File: src/hw/rtl/urc_pkg.sv
`timescale 1ns / 1ps
// ----------------------------------------------------------------------------
// urc_pkg
// Shared types and constants for the ultrasonic range controller.
// ----------------------------------------------------------------------------
package urc_pkg;

    // flight counter width default
    localparam int COUNT_BITS_DEF = 16;

    // field widths
    localparam int DIST_W    = 11;
    localparam int DIGIT_W   = 4;
    localparam int DIGITS    = 4;
    localparam int CFG_W     = 16;
    localparam int CFG_IDX_W = 3;
    localparam int HALF_W    = 8;
    localparam int PULSE_W   = 4;
    localparam int PHASE_W   = 16;
    localparam int EDGE_W    = 5;

    // distance scale: cm = count * SPEED_NUM / SPEED_DEN
    localparam int SPEED_NUM = 173;
    localparam int SPEED_DEN = 10000;
    localparam int REM_W     = 14;
    localparam int DIST_SAT  = 2047;

    // register indexes
    localparam logic [CFG_IDX_W-1:0] CFG_DEBOUNCE    = 3'd0;
    localparam logic [CFG_IDX_W-1:0] CFG_HALF_PERIOD = 3'd1;
    localparam logic [CFG_IDX_W-1:0] CFG_BURST       = 3'd2;
    localparam logic [CFG_IDX_W-1:0] CFG_BLANKING    = 3'd3;
    localparam logic [CFG_IDX_W-1:0] CFG_LIMIT       = 3'd4;

    // register reset values
    localparam logic [CFG_W-1:0]   DEBOUNCE_RST = 16'd12750;
    localparam logic [HALF_W-1:0]  HALF_RST     = 8'd12;
    localparam logic [PULSE_W-1:0] BURST_RST    = 4'd6;
    localparam logic [CFG_W-1:0]   BLANKING_RST = 16'd200;
    localparam logic [CFG_W-1:0]   LIMIT_RST    = 16'hFFFF;

    typedef struct packed {
        logic [CFG_W-1:0]   debounce_ticks;
        logic [HALF_W-1:0]  half_period_ticks;
        logic [PULSE_W-1:0] burst_pulses;
        logic [CFG_W-1:0]   blanking_ticks;
        logic [CFG_W-1:0]   count_limit;
    } cfg_t;

    typedef struct packed {
        logic start_level;
        logic echo_level;
    } in_item_t;

    typedef struct packed {
        logic               drive_level;
        logic               busy_res;
        logic               done_pulse;
        logic               no_echo;
        logic [DIST_W-1:0]  distance_cm;
        logic [DIGIT_W-1:0] digit_ones;
        logic [DIGIT_W-1:0] digit_tens;
        logic [DIGIT_W-1:0] digit_hundreds;
        logic [DIGIT_W-1:0] digit_thousands;
    } out_item_t;

endpackage

File: src/hw/rtl/urc_in_stage.sv
`timescale 1ns / 1ps
// ----------------------------------------------------------------------------
// urc_in_stage
// Input register: holds one tick request until the core takes it.
// ----------------------------------------------------------------------------
module urc_in_stage (
    input  logic              clk,
    input  logic              rst_n,
    input  logic              in_valid,
    output logic              in_ready,
    input  urc_pkg::in_item_t in_item,
    output logic              stage_valid,
    input  logic              stage_take,
    output urc_pkg::in_item_t stage_item
);
    import urc_pkg::*;

    logic     valid_reg;
    in_item_t item_reg;

    // room when empty or when the held request leaves this cycle
    assign in_ready    = !valid_reg || stage_take;
    assign stage_valid = valid_reg;
    assign stage_item  = item_reg;

    // valid flag
    always_ff @(posedge clk or negedge rst_n)
    begin
        if (!rst_n)
        begin
            valid_reg <= 1'b0;
        end
        else if (in_ready)
        begin
            valid_reg <= in_valid;
        end
    end

    // payload
    always_ff @(posedge clk)
    begin
        if (in_valid && in_ready)
        begin
            item_reg <= in_item;
        end
    end

endmodule

File: src/hw/rtl/urc_dist_acc.sv
`timescale 1ns / 1ps
// ----------------------------------------------------------------------------
// urc_dist_acc
// Running distance: tracks count*173/10000 and its decimal digits as the
// flight counter advances, one add and compare per tick.
// ----------------------------------------------------------------------------
module urc_dist_acc (
    input  logic                                   clk,
    input  logic                                   rst_n,
    input  logic                                   clear,
    input  logic                                   advance,
    output logic [urc_pkg::DIST_W-1:0]             dist_cm,
    output logic [urc_pkg::DIGITS*urc_pkg::DIGIT_W-1:0] digits
);
    import urc_pkg::*;

    localparam logic [REM_W-1:0]  NUM_STEP = REM_W'(SPEED_NUM);
    localparam logic [REM_W-1:0]  DEN      = REM_W'(SPEED_DEN);
    localparam logic [DIST_W-1:0] SAT      = DIST_W'(DIST_SAT);

    logic [REM_W-1:0]            rem_reg,   rem_next;
    logic [DIST_W-1:0]           quo_reg,   quo_next;
    logic [DIGITS*DIGIT_W-1:0]   bcd_reg,   bcd_next;
    logic [REM_W-1:0]            rem_sum;
    logic [DIGITS*DIGIT_W-1:0]   bcd_inc;
    logic                        carry;
    logic [DIGIT_W-1:0]          dig;

    // decimal increment with ripple carry
    always_comb
    begin
        carry   = 1'b1;
        bcd_inc = bcd_reg;
        for (int i = 0; i < DIGITS; i++)
        begin
            dig = bcd_reg[i*DIGIT_W +: DIGIT_W];
            if (carry)
            begin
                if (dig == DIGIT_W'(9))
                begin
                    bcd_inc[i*DIGIT_W +: DIGIT_W] = '0;
                end
                else
                begin
                    bcd_inc[i*DIGIT_W +: DIGIT_W] = dig + DIGIT_W'(1);
                    carry = 1'b0;
                end
            end
        end
    end

    // remainder step, quotient bumps when remainder passes the divisor
    always_comb
    begin
        rem_sum  = rem_reg + NUM_STEP;
        rem_next = rem_reg;
        quo_next = quo_reg;
        bcd_next = bcd_reg;
        if (clear)
        begin
            rem_next = '0;
            quo_next = '0;
            bcd_next = '0;
        end
        else if (advance)
        begin
            if (rem_sum >= DEN)
            begin
                rem_next = rem_sum - DEN;
                if (quo_reg != SAT)
                begin
                    quo_next = quo_reg + DIST_W'(1);
                    bcd_next = bcd_inc;
                end
            end
            else
            begin
                rem_next = rem_sum;
            end
        end
    end

    always_ff @(posedge clk or negedge rst_n)
    begin
        if (!rst_n)
        begin
            rem_reg <= '0;
            quo_reg <= '0;
            bcd_reg <= '0;
        end
        else
        begin
            rem_reg <= rem_next;
            quo_reg <= quo_next;
            bcd_reg <= bcd_next;
        end
    end

    assign dist_cm = quo_reg;
    assign digits  = bcd_reg;

endmodule

File: src/hw/rtl/urc_core.sv
`timescale 1ns / 1ps
// ----------------------------------------------------------------------------
// urc_core
// Measurement sequencer: debounce, transmit burst, blanking, listening,
// with the flight counter and the held result.
// ----------------------------------------------------------------------------
module urc_core #(
    parameter int COUNT_BITS = urc_pkg::COUNT_BITS_DEF
) (
    input  logic               clk,
    input  logic               rst_n,
    input  urc_pkg::cfg_t      cfg,
    input  logic               step,
    input  urc_pkg::in_item_t  item,
    output urc_pkg::out_item_t result
);
    import urc_pkg::*;

    localparam int CMP_W = (COUNT_BITS > CFG_W) ? COUNT_BITS : CFG_W;
    localparam logic [COUNT_BITS-1:0] FC_MAX = {COUNT_BITS{1'b1}};

    typedef enum logic [4:0] {
        PH_IDLE     = 5'b00001,
        PH_DEBOUNCE = 5'b00010,
        PH_BURST    = 5'b00100,
        PH_BLANK    = 5'b01000,
        PH_LISTEN   = 5'b10000
    } phase_t;

    phase_t                       phase_reg,    phase_next;
    logic [COUNT_BITS-1:0]        flight_reg,   flight_next;
    logic [PHASE_W-1:0]           pcount_reg,   pcount_next;
    logic [EDGE_W-1:0]            edge_reg,     edge_next;
    logic                         drive_reg,    drive_next;
    logic                         timeout_reg,  timeout_next;
    logic [DIST_W-1:0]            dist_reg,     dist_next;
    logic [DIGITS*DIGIT_W-1:0]    digits_reg,   digits_next;

    logic                         start_low;
    logic                         echo_low;
    logic                         done;
    logic                         acc_clear;
    logic                         acc_adv;
    logic [DIST_W-1:0]            acc_dist;
    logic [DIGITS*DIGIT_W-1:0]    acc_digits;
    logic [COUNT_BITS-1:0]        fc_inc;
    logic                         fc_sat;
    logic                         limit_hit;
    logic [PHASE_W-1:0]           pc_inc;
    logic [EDGE_W-1:0]            edge_inc;

    assign start_low = !item.start_level;
    assign echo_low  = !item.echo_level;

    // flight counter, saturating, and limit check
    assign fc_sat    = (flight_reg == FC_MAX);
    assign fc_inc    = fc_sat ? flight_reg : flight_reg + COUNT_BITS'(1);
    assign limit_hit = (CMP_W'(fc_inc) >= CMP_W'(cfg.count_limit)) || (fc_inc == FC_MAX);
    assign pc_inc    = pcount_reg + PHASE_W'(1);
    assign edge_inc  = edge_reg + EDGE_W'(1);

    urc_dist_acc u_dist_acc (
        .clk     (clk),
        .rst_n   (rst_n),
        .clear   (step && acc_clear),
        .advance (step && acc_adv),
        .dist_cm (acc_dist),
        .digits  (acc_digits)
    );

    // next state for one tick
    always_comb
    begin
        phase_next   = phase_reg;
        flight_next  = flight_reg;
        pcount_next  = pcount_reg;
        edge_next    = edge_reg;
        drive_next   = drive_reg;
        timeout_next = timeout_reg;
        dist_next    = dist_reg;
        digits_next  = digits_reg;
        done         = 1'b0;
        acc_clear    = 1'b0;
        acc_adv      = 1'b0;
        unique case (phase_reg) inside
            PH_DEBOUNCE:
            begin
                pcount_next = pc_inc;
                if (pc_inc >= cfg.debounce_ticks || pc_inc == '0)
                begin
                    if (start_low)
                    begin
                        phase_next   = PH_BURST;
                        flight_next  = '0;
                        pcount_next  = '0;
                        edge_next    = '0;
                        drive_next   = 1'b0;
                        dist_next    = '0;
                        digits_next  = '0;
                        timeout_next = 1'b0;
                        acc_clear    = 1'b1;
                    end
                    else
                    begin
                        phase_next  = PH_IDLE;
                        pcount_next = '0;
                    end
                end
            end
            PH_BURST, PH_BLANK, PH_LISTEN:
            begin
                if (phase_reg == PH_LISTEN && echo_low)
                begin
                    // echo wins over the limit, count before increment
                    dist_next    = acc_dist;
                    digits_next  = acc_digits;
                    timeout_next = 1'b0;
                    phase_next   = PH_IDLE;
                    pcount_next  = '0;
                    edge_next    = '0;
                    drive_next   = 1'b1;
                    done         = 1'b1;
                end
                else
                begin
                    flight_next = fc_inc;
                    acc_adv     = !fc_sat;
                    if (limit_hit)
                    begin
                        dist_next    = '0;
                        digits_next  = '0;
                        timeout_next = 1'b1;
                        phase_next   = PH_IDLE;
                        pcount_next  = '0;
                        edge_next    = '0;
                        drive_next   = 1'b1;
                        done         = 1'b1;
                    end
                    else if (phase_reg == PH_BURST)
                    begin
                        // half period elapsed: toggle the drive
                        pcount_next = pc_inc;
                        if (pc_inc >= PHASE_W'(cfg.half_period_ticks))
                        begin
                            pcount_next = '0;
                            edge_next   = edge_inc;
                            drive_next  = !drive_reg;
                            if (edge_inc >= {cfg.burst_pulses, 1'b0})
                            begin
                                drive_next = 1'b1;
                                phase_next = PH_BLANK;
                            end
                        end
                    end
                    else if (phase_reg == PH_BLANK)
                    begin
                        if (pcount_reg >= cfg.blanking_ticks || pc_inc >= cfg.blanking_ticks)
                        begin
                            phase_next  = PH_LISTEN;
                            pcount_next = '0;
                        end
                        else
                        begin
                            pcount_next = pc_inc;
                        end
                    end
                end
            end
            default:
            begin
                // idle, and any stray code behaves as idle
                phase_next = PH_IDLE;
                if (start_low)
                begin
                    phase_next  = PH_DEBOUNCE;
                    pcount_next = '0;
                end
            end
        endcase
    end

    // state registers
    always_ff @(posedge clk or negedge rst_n)
    begin
        if (!rst_n)
        begin
            phase_reg   <= PH_IDLE;
            flight_reg  <= '0;
            pcount_reg  <= '0;
            edge_reg    <= '0;
            drive_reg   <= 1'b1;
            timeout_reg <= 1'b0;
            dist_reg    <= '0;
            digits_reg  <= '0;
        end
        else if (step)
        begin
            phase_reg   <= phase_next;
            flight_reg  <= flight_next;
            pcount_reg  <= pcount_next;
            edge_reg    <= edge_next;
            drive_reg   <= drive_next;
            timeout_reg <= timeout_next;
            dist_reg    <= dist_next;
            digits_reg  <= digits_next;
        end
    end

    // result of this tick, taken from the updated state
    always_comb
    begin
        result.drive_level     = drive_next;
        result.busy_res        = (phase_next == PH_BURST) || (phase_next == PH_BLANK)
                                 || (phase_next == PH_LISTEN);
        result.done_pulse      = done;
        result.no_echo         = timeout_next;
        result.distance_cm     = dist_next;
        result.digit_ones      = digits_next[0*DIGIT_W +: DIGIT_W];
        result.digit_tens      = digits_next[1*DIGIT_W +: DIGIT_W];
        result.digit_hundreds  = digits_next[2*DIGIT_W +: DIGIT_W];
        result.digit_thousands = digits_next[3*DIGIT_W +: DIGIT_W];
    end

endmodule

File: src/hw/rtl/urc_out_queue.sv
`timescale 1ns / 1ps
// ----------------------------------------------------------------------------
// urc_out_queue
// Two-entry result buffer: output register plus skid register, so a new
// result can enter while the current one waits to be taken.
// ----------------------------------------------------------------------------
module urc_out_queue (
    input  logic               clk,
    input  logic               rst_n,
    input  logic               push,
    input  urc_pkg::out_item_t push_item,
    output logic               room,
    output logic               out_valid,
    input  logic               out_ready,
    output urc_pkg::out_item_t out_item
);
    import urc_pkg::*;

    logic      head_valid_reg;
    logic      skid_valid_reg;
    out_item_t head_reg;
    out_item_t skid_reg;
    logic      head_free;

    assign room      = !skid_valid_reg;
    assign out_valid = head_valid_reg;
    assign out_item  = head_reg;
    assign head_free = !head_valid_reg || out_ready;

    // occupancy flags
    always_ff @(posedge clk or negedge rst_n)
    begin
        if (!rst_n)
        begin
            head_valid_reg <= 1'b0;
            skid_valid_reg <= 1'b0;
        end
        else if (head_free)
        begin
            head_valid_reg <= skid_valid_reg || push;
            skid_valid_reg <= skid_valid_reg && push;
        end
        else if (push)
        begin
            skid_valid_reg <= 1'b1;
        end
    end

    // payload movement
    always_ff @(posedge clk)
    begin
        if (head_free)
        begin
            if (skid_valid_reg)
            begin
                head_reg <= skid_reg;
                if (push)
                begin
                    skid_reg <= push_item;
                end
            end
            else if (push)
            begin
                head_reg <= push_item;
            end
        end
        else if (push)
        begin
            skid_reg <= push_item;
        end
    end

endmodule

File: src/hw/rtl/ultrasonic_range_controller.sv
`timescale 1ns / 1ps
// ----------------------------------------------------------------------------
// ultrasonic_range_controller
// Ultrasonic time-of-flight range finder: one request per time-base tick,
// one result per tick with drive level, status and distance digits.
//
//   channel   direction  signals                       carries
//   in        input      in_valid / in_ready           start and echo levels
//   out       output     out_valid / out_ready         drive, status, distance
//   cfg       input      cfg_wr_en, cfg_index, cfg_data timing registers
//
// One request per cycle while in_ready is high; each request is held in the
// input register, then the state update writes its result into the result
// buffer, from which it can be taken.
// Distance is kept as a running quotient and decimal count beside the flight
// counter, so the echo tick only copies it.
// Reset loads the register defaults and returns the sequencer to idle.
// in_ready drops only when the two-entry result buffer is full.
// ----------------------------------------------------------------------------
module ultrasonic_range_controller #(
    parameter int COUNT_BITS = urc_pkg::COUNT_BITS_DEF
) (
    input  logic                              clk,
    input  logic                              rst_n,
    input  logic                              in_valid,
    output logic                              in_ready,
    input  urc_pkg::in_item_t                 in_item,
    output logic                              out_valid,
    input  logic                              out_ready,
    output urc_pkg::out_item_t                out_item,
    input  logic                              cfg_wr_en,
    input  logic [urc_pkg::CFG_IDX_W-1:0]     cfg_index,
    input  logic [urc_pkg::CFG_W-1:0]         cfg_data
);
    import urc_pkg::*;

    cfg_t      cfg_reg;
    logic      stage_valid;
    in_item_t  stage_item;
    logic      room;
    logic      take;
    out_item_t result;

    assign take = stage_valid && room;

    // configuration registers
    always_ff @(posedge clk or negedge rst_n)
    begin
        if (!rst_n)
        begin
            cfg_reg.debounce_ticks    <= DEBOUNCE_RST;
            cfg_reg.half_period_ticks <= HALF_RST;
            cfg_reg.burst_pulses      <= BURST_RST;
            cfg_reg.blanking_ticks    <= BLANKING_RST;
            cfg_reg.count_limit       <= LIMIT_RST;
        end
        else if (cfg_wr_en)
        begin
            unique case (cfg_index)
                CFG_DEBOUNCE:    cfg_reg.debounce_ticks    <= cfg_data;
                CFG_HALF_PERIOD: cfg_reg.half_period_ticks <= cfg_data[HALF_W-1:0];
                CFG_BURST:       cfg_reg.burst_pulses      <= cfg_data[PULSE_W-1:0];
                CFG_BLANKING:    cfg_reg.blanking_ticks    <= cfg_data;
                CFG_LIMIT:       cfg_reg.count_limit       <= cfg_data;
                default:         ;
            endcase
        end
    end

    urc_in_stage u_in_stage (
        .clk         (clk),
        .rst_n       (rst_n),
        .in_valid    (in_valid),
        .in_ready    (in_ready),
        .in_item     (in_item),
        .stage_valid (stage_valid),
        .stage_take  (take),
        .stage_item  (stage_item)
    );

    urc_core #(
        .COUNT_BITS (COUNT_BITS)
    ) u_core (
        .clk    (clk),
        .rst_n  (rst_n),
        .cfg    (cfg_reg),
        .step   (take),
        .item   (stage_item),
        .result (result)
    );

    urc_out_queue u_out_queue (
        .clk       (clk),
        .rst_n     (rst_n),
        .push      (take),
        .push_item (result),
        .room      (room),
        .out_valid (out_valid),
        .out_ready (out_ready),
        .out_item  (out_item)
    );

endmodule

File: config.mk
export PLATFORM = sky130hd
export DESIGN_NAME = ultrasonic_range_controller
export DESIGN_NICKNAME = d
export VERILOG_FILES = /design/src/hw/rtl/urc_pkg.sv /design/src/hw/rtl/urc_in_stage.sv /design/src/hw/rtl/urc_dist_acc.sv /design/src/hw/rtl/urc_core.sv /design/src/hw/rtl/urc_out_queue.sv /design/src/hw/rtl/ultrasonic_range_controller.sv
export SDC_FILE = /design/constraint.sdc
export NUM_CORES = 1
export LEC_CHECK = 0
export BUFFER_PORTS_ARGS = -buffer_cell sky130_fd_sc_hd__buf_4
export CORE_UTILIZATION = 61
export CTS_CLUSTER_SIZE = 24
export DETAILED_ROUTE_END_ITERATION = 16
export HOLD_SLACK_MARGIN = 0.06
export PLACE_DENSITY = 0.85
export SLEW_MARGIN = 20
export SYNTH_ARGS = -nofsm -noshare
export SYNTH_HDL_FRONTEND = slang
export SYNTH_SLANG_ARGS = --single-unit
File: constraint.sdc
create_clock -name clk -period 5.1 [get_ports clk]
set_clock_uncertainty 0.1 [all_clocks]
set_input_delay 0.51 -clock clk [delete_from_list [all_inputs] [get_ports clk]]
set_output_delay 0.51 -clock clk [all_outputs]
set_load 0.02 [all_outputs]
After elaboration in Yosys (flattened, before gate mapping). Index checks and enable logic that the tools add are counted.

Word-level logic and storage cells: 222. Output and inout port bits: 33. Bits in registers: 239. Input bits: 26.

Reduce and logical (&&, ||, !) cells: 45. Order comparisons: 7. Multiplexer cells: 92. Eq/ne operators: 26. $add $sub $neg: 10.

Operators with widths (number): 2-to-1 mux 16 bit (19); 2-to-1 mux 31 bit (5); one-hot mux 16 bit (2 select lines) (3); 2-to-1 mux 11 bit (8); 2-to-1 mux 5 bit (14); greater-or-equal comparator 16 bit (4); 2-to-1 mux 14 bit (3); adder 16 x 1 -> 16 bit (second input constant) (2); equality test 16 bit (second input constant) (2); 2-to-1 mux 4 bit (7); 2-to-1 mux 1 bit (26); one-hot mux 11 bit (2 select lines) (1); one-hot mux 5 bit (2 select lines) (2); nonzero test 2 bit (9); adder 4 x 1 -> 4 bit (second input constant) (4); equality test 4 bit (second input constant) (4); greater-or-equal comparator 16 x 8 -> 1 bit (1); logical NOT 16 bit (1); adder 14 x 8 -> 14 bit (second input constant) (1); greater-or-equal comparator 14 bit (second input constant) (1); subtractor 14 bit (second input constant) (1); AND reduction 2 bit (6); AND reduction 4 bit (3); adder 11 x 1 -> 11 bit (second input constant) (1); 26 further kinds (52).

Longest topological paths before layout.
Depth after elaboration: 15. Mapped depth: 19. Mapped depth without buffers: 16.

By module. Synthesis repeated with hierarchy kept, for this count alone.

Cells, all modules: 1326. Area, all modules: 14283.7 µm².

Modules (own cells, without submodules): urc_core (area an instance 6407.4 µm², sequential area each 1779.2 µm², cells an instance 737, instances 1); urc_dist_acc (area an instance 2906.5 µm², sequential area each 1026.0 µm², cells an instance 346, instances 1); urc_out_queue (area an instance 2476.1 µm², sequential area each 1911.8 µm², cells an instance 106, instances 1); ultrasonic_range_controller (area an instance 2379.8 µm², sequential area each 1540.2 µm², cells an instance 131, instances 1); urc_in_stage (area an instance 113.9 µm², sequential area each 85.1 µm², cells an instance 6, instances 1).

Least setup slack after synthesis. No wires, ideal clock.

Path type: register to register. From: register u_core.flight_reg[0]. To: register u_out_queue.head_reg, in the netlist u_out_queue.out_item[0], data pin. Data required time: 4851 ps. Setup time: 149 ps. Buffers on the path: 2. Path slack: 1148 ps. Clock period less this slack: 3952 ps. Arrival: 3704 ps. Stages on the path, launching flop included: 18. Cell sequence: dfrtp_1 > ha_1 > nand4_2 > nor3_2 > nand2_1 > clkbuf_1 > nand3_1 > o21a_1 > ha_1 > o21a_1 > o211ai_1 > nor3_1 > a221oi_1 > o21ai_0 > nor3_2 > clkbuf_1 > o21ai_0 > a2bb2oi_1.

Word-level cells in the longest chain between the ends: 9. Elaborated cells between the ends (all ways): 11. Those cells by class: add/sub (1); order compare (1); eq/ne (2); mux (6); reduce/logical (1).

RTL lines: from (decl) (line urc_core.sv:31) `logic [COUNT_BITS-1:0] flight_reg, flight_next;`; from (signal assigned) (line urc_core.sv:199) `flight_reg <= flight_next;`; adder 16 x 1 -> 16 bit / equality test 16 bit (equally long branches) (line urc_core.sv:57, urc_core.sv:56); 2-to-1 mux 16 bit * (line urc_core.sv:57) `assign fc_inc = fc_sat ? flight_reg : flight_reg + COUNT_BITS'(1);`; greater-or-equal comparator 16 bit / equality test 16 bit (equally long branches) (line urc_core.sv:58) `assign limit_hit = (CMP_W'(fc_inc) >= CMP_W'(cfg.count_limit)) || (fc_inc == FC_MAX);`; logical OR 1 bit * (line urc_core.sv:58); 2-to-1 mux 16 bit * (line urc_core.sv:128) `if (limit_hit)`; 2-to-1 mux 16 bit * (line urc_core.sv:112) `if (phase_reg == PH_LISTEN && echo_low)`; one-hot mux 16 bit (2 select lines) * (line urc_core.sv:85) `unique case (phase_reg) inside`; 2-to-1 mux 31 bit * (line urc_out_queue.sv:62) `else if (push)`; 2-to-1 mux 31 bit * (line urc_out_queue.sv:54) `if (skid_valid_reg)`; to (signal assigned) (line urc_out_queue.sv:56) `head_reg <= skid_reg;`; to (signal assigned) (line urc_out_queue.sv:64) `head_reg <= push_item;`; to (decl) (line urc_out_queue.sv:21) `out_item_t head_reg;`.

Every way passes the cells marked *; elsewhere a longest branch is shown, timed or not. The select of a mux whose other input is x is not followed. A chain may end at the register's enable or synchronous reset.

Worst setup path after layout.
From: register u_core.pcount_reg[0]. To: register u_core.pcount_reg[8].

Word-level cells in the longest chain between the ends: 9. Elaborated cells between the ends (all ways): 16. Those cells by class: add/sub (1); order compare (4); mux (8); reduce/logical (3).

RTL lines: from (decl) (line urc_core.sv:32) `logic [PHASE_W-1:0] pcount_reg, pcount_next;`; from (signal assigned) (line urc_core.sv:200) `pcount_reg <= pcount_next;`; adder 16 x 1 -> 16 bit (line urc_core.sv:59) `assign pc_inc = pcount_reg + PHASE_W'(1);`; greater-or-equal comparator 16 bit (line urc_core.sv:157) `if (pcount_reg >= cfg.blanking_ticks || pc_inc >= cfg.blanking_ticks)`; logical OR 1 bit (line urc_core.sv:157); 2-to-1 mux 16 bit (line urc_core.sv:157); 2-to-1 mux 16 bit (line urc_core.sv:155) `else if (phase_reg == PH_BLANK)`; 2-to-1 mux 16 bit (line urc_core.sv:139) `else if (phase_reg == PH_BURST)`; 2-to-1 mux 16 bit (line urc_core.sv:128); 2-to-1 mux 16 bit (line urc_core.sv:112); one-hot mux 16 bit (2 select lines) * (line urc_core.sv:85).

Marked as above.

==> flow_summary_export.csv <==
group,metric,value,unit
drt,post-route-drc-count,0,
critical_path,critical_path_cell_by_cell,"ha_1 -> nand2_1 -> or4_1 -> xnor2_1 -> ha_1 -> o21ai_0 -> o22ai_1 -> a2111oi_1 -> o221a_2 -> o311ai_0 -> a21boi_1 -> a2bb2o_4 -> nand2_1 -> o22ai_1",
placement,post_placement_worst_setup_slack,0.1957,ns
die,core.rowCount,55,
status,status,"complete, no violations",
global_routing,groute.usage.overall,0.3024,
drt,num_vias,11460,
timing,timing.final.crit_share,0.9430,
synthesis,synth.net_count,1534,
global_routing,grt_pass1_vias,11160,
cells_and_area,final_nets,1572,
cells_and_area,final_layout_size_suffix_gt1_frac,0.1584,
drt,detail-route-antenna-nets,0,
drt,wl_per_cell,19.77,microns
cts,clock_tree.htree_level_count,1,
cells_and_area,n_antenna_cell,0,
cts,cts_root_buffer,"sky130_fd_sc_hd__clkbuf_16",
die,design.core.area,22570,sq um
cells_and_area,commonest_non_fill_non_tap_cell_in_the_layout,"sky130_fd_sc_hd__nand2_1",
critical_path,critical_path.endpoint,"u_core.pcount_reg[8]",
cts,clock_insertion_delay_worst_skew,0.55,ns
critical_path,critPathKind,"flop to flop",
synthesis,synth_enable_flop_cells,64,
power_and_ir_drop,finalPower,0.005188,W
synthesis,synth.cell_area,13970,sq um
critical_path,slowest_delay,0.62,ns
timing,slew_margin_rel,0.3178,
cts,number_of_buffers_inserted_during_clock_tree_synthesis,26,
critical_path,crit_cells,14,
critical_path,critical_path.startpoint_type,"flop",
power_and_ir_drop,leakagePower,6.969,nW
cts,cts.path.max_buffers,3,
hold_path,hold_class,"primary input to flop",
cts,post-cts-setup-buffers,0,
drt,via_per_inst,6.480,
synthesis,synth-seq-cells,239,
critical_path,r2r-end,"u_core.pcount_reg[8]",
drt,detail_route.wirelength,34.97,mm
power_and_ir_drop,power.density,332.4,nW/um^2
synthesis,top_ff_cell_synth,"sky130_fd_sc_hd__dfrtp_1",
timing,final-max-slew-violation-count,0,
timing,fin_setup_tns,0,ns
critical_path,path_max_fanout,19,
timing,worst_slack,0.2907,ns
die,die_span_in_x,153.3,microns
synthesis,synthDistinctLibCells,104,
critical_path,critical_path_required,5.45,ns
die,die_h,153.3,microns
placement,dp.final_hpwl,23.48,mm
cells_and_area,syn2layout_area_growth,11.71,%
synthesis,yosys_warnings,0,
critical_path,crit_path_end_kind,"flop",
critical_path,critical_path.reg2reg.startpoint,"u_core.pcount_reg[0]",
cts,numClockSinks,239,
placement,finalWeightedCongestion,0.9203,
drt,drtIter0Drc,1086,
cells_and_area,flip_flop_count_of_the_largest_register_all_copies_and_words_added,60,
cells_and_area,register_area,6342,sq um
timing,worstMarginPinSlew,1.018,ns
critical_path,reg2reg_depth,14,
synthesis,postSynth.asyncResetShare,0.7322,
synthesis,post_synth_inst_count,1426,
timing,setup_viol_count_final,0,
timing,layout_min_cycle_time,4.809,ns
die,die_outline_area,23510,sq um
synthesis,top_cell_type_s_share_of_synthesized_area,0.2543,
synthesis,synth_seq_area_share,0.4539,
synthesis,postSynthAreaPerCell,9.798,sq um
global_routing,pin_count_of_the_biggest_net_entering_global_routing,92,
timing,max_clock_freq,0.2079,GHz
placement,portBuffers,58,
synthesis,synthDominantAreaCellType,"sky130_fd_sc_hd__dfrtp_1",
placement,place_area,14660,sq um
global_routing,number_of_antenna_violations_at_the_first_check_in_global_routing,0,
critical_path,critical-path-slowest-cell,"sky130_fd_sc_hd__or4_1",
critical_path,worstPathBufferInverterCount,0,
global_routing,grt_pass1_wl,57.48,mm
critical_path,timing.critical_path.max_delay_family,"compound AO/OA/AOI/OAI gates",
cells_and_area,layout.cell_area.non_filler,15610,sq um
hold_path,min_path_cells,3,
die,initial_core_util,0.6190,
cells_and_area,number_of_filler_cells_placed_in_the_layout,1654,
timing,grt_setup_unrepaired,"false",
timing,final-hold-violation-count,0,
cells_and_area,mostFrequentLayoutCells,"182 x sky130_fd_sc_hd__nand2_1, 142 x sky130_fd_sc_hd__dfrtp_1, 110 x sky130_fd_sc_hd__o21ai_0",
power_and_ir_drop,irDropWorstVdd,0.2777,mV
critical_path,timing.reg2reg.setup_slack,0.29,ns
cells_and_area,multi_input_area,6945,sq um
cts,tritoncts,"yes",
hold_path,hold_sp,"cfg_data[11]",
global_routing,overflow,0,
drt,drt_pass1_iterations,6,
critical_path,critical_path_arrival,5.16,ns
die,ioPinCount,59,
synthesis,top_cells_by_area_synth,"sky130_fd_sc_hd__dfrtp_1 25%, sky130_fd_sc_hd__edfxtp_1 14%, sky130_fd_sc_hd__ha_1 7.3%, sky130_fd_sc_hd__dfstp_2 6.2%, sky130_fd_sc_hd__nand2_1 4.9%",
cts,clk_transition_reported_paths,0.06,ns
run,max_cap_violations,0,
critical_path,critical_path.startpoint,"u_core.pcount_reg[0]",
per-layer routing:
| metal | global-route usage | vias up | part of all wire |
|---|---|---|---|
| li1 | - | 5253 | - |
| met1 | 0.4084 | 5616 | 0.42 |
| met2 | 0.4997 | 501 | 0.49 |
| met3 | 0.03629 | 93 | 0.066 |
| met4 | 0.1190 | 0 | 0.032 |
| met5 | 0 | - | 0 |
worst reg2reg max path, cell delays in order (launching register included):
cell and delay (ns):
sky130_fd_sc_hd__dfrtp_1 0.52, sky130_fd_sc_hd__ha_1 0.30, sky130_fd_sc_hd__nand2_1 0.16, sky130_fd_sc_hd__or4_1 0.63, sky130_fd_sc_hd__xnor2_1 0.26, sky130_fd_sc_hd__ha_1 0.29, sky130_fd_sc_hd__o21ai_0 0.25, sky130_fd_sc_hd__o22ai_1 0.14
sky130_fd_sc_hd__a2111oi_1 0.51, sky130_fd_sc_hd__o221a_2 0.28, sky130_fd_sc_hd__o311ai_0 0.23, sky130_fd_sc_hd__a21boi_1 0.26, sky130_fd_sc_hd__a2bb2o_4 0.29, sky130_fd_sc_hd__nand2_1 0.26, sky130_fd_sc_hd__o22ai_1 0.24
cells by family (layout without fill, tap and decap cells):
logic type,Yosys count,after routing,synth area share
and+or+nand+nor,457,457,0.1684
AOI/OAI and AO/OA,383,383,0.1898
DFF,239,239,0.4539
buffers and inverters,176,234,0.05239
adders and majority gates,82,82,0.07343
xor gates and xnor gates,47,47,0.02946
muxes,42,42,0.03260
cell type report:
cell class	count	share of cell area
clock buffer	35	0.04705
clock inverter	13	0.01170
inverter	96	0.02309
multi-input combinational	1011	0.4450
sequential	239	0.4063
tap	285	0.02285
timing repair buffer	90	0.04401
cells in the mapped netlist, types with 11 or more instances:
cell type	count
sky130_fd_sc_hd__mux2i_1	14
sky130_fd_sc_hd__nor3_1	24
sky130_fd_sc_hd__inv_1	96
sky130_fd_sc_hd__a21o_1	11
sky130_fd_sc_hd__dfstp_2	33
sky130_fd_sc_hd__nand3_1	43
sky130_fd_sc_hd__and3_1	15
sky130_fd_sc_hd__xor2_1	21
sky130_fd_sc_hd__edfxtp_1	64
sky130_fd_sc_hd__clkbuf_1	47
sky130_fd_sc_hd__a21oi_1	74
sky130_fd_sc_hd__ha_1	82
sky130_fd_sc_hd__buf_2	18
sky130_fd_sc_hd__nand4_1	16
sky130_fd_sc_hd__nand2b_1	12
sky130_fd_sc_hd__nor2_1	75
sky130_fd_sc_hd__mux2_2	26
sky130_fd_sc_hd__a31oi_1	16
sky130_fd_sc_hd__o21ai_0	111
sky130_fd_sc_hd__dfrtp_1	142
sky130_fd_sc_hd__a22o_1	36
sky130_fd_sc_hd__nand2_1	182
sky130_fd_sc_hd__a2bb2oi_1	28
sky130_fd_sc_hd__xnor2_1	26
worst min path at each step:
stage                             endpoint
finish                         cfg_reg[55]
global route        u_in_stage.stage_valid
CTS                             cfg_reg[9]
detailed placement   u_core.digits_reg[10]
global placement     u_core.digits_reg[12]
floorplan                      cfg_reg[16]
per-stage QoR:
step                hold slack, ns  instances  utilization
finish                     0.09919       1769       0.6915
floorplan                   0.1144       1426            -
global route               0.09746       1769       0.6915
CTS                        0.09179       1769       0.6914
detailed placement          0.3756       1718       0.6494
global placement            0.3754       1718       0.6494
power breakdown:
| group | internal (W) | leakage [nW] | total, W | switching [W] |
|---|---|---|---|---|
| Clock | 0.00121 | 0.440 | 0.00201 | 0.000793 |
| Sequential | 0.00218 | 2.90 | 0.00228 | 0.0000996 |
| Combinational | 0.000351 | 3.63 | 0.000900 | 0.000549 |
what timing repair did:
action / 4_1_cts / 5_1_grt
hold buffers: 3 / 0
setup endpoints to repair: 0 / 47
endpoints found under the hold margin: 78 / 0
resized for setup: 0 / 3
Note: power is estimated with default switching activity, not from simulation.
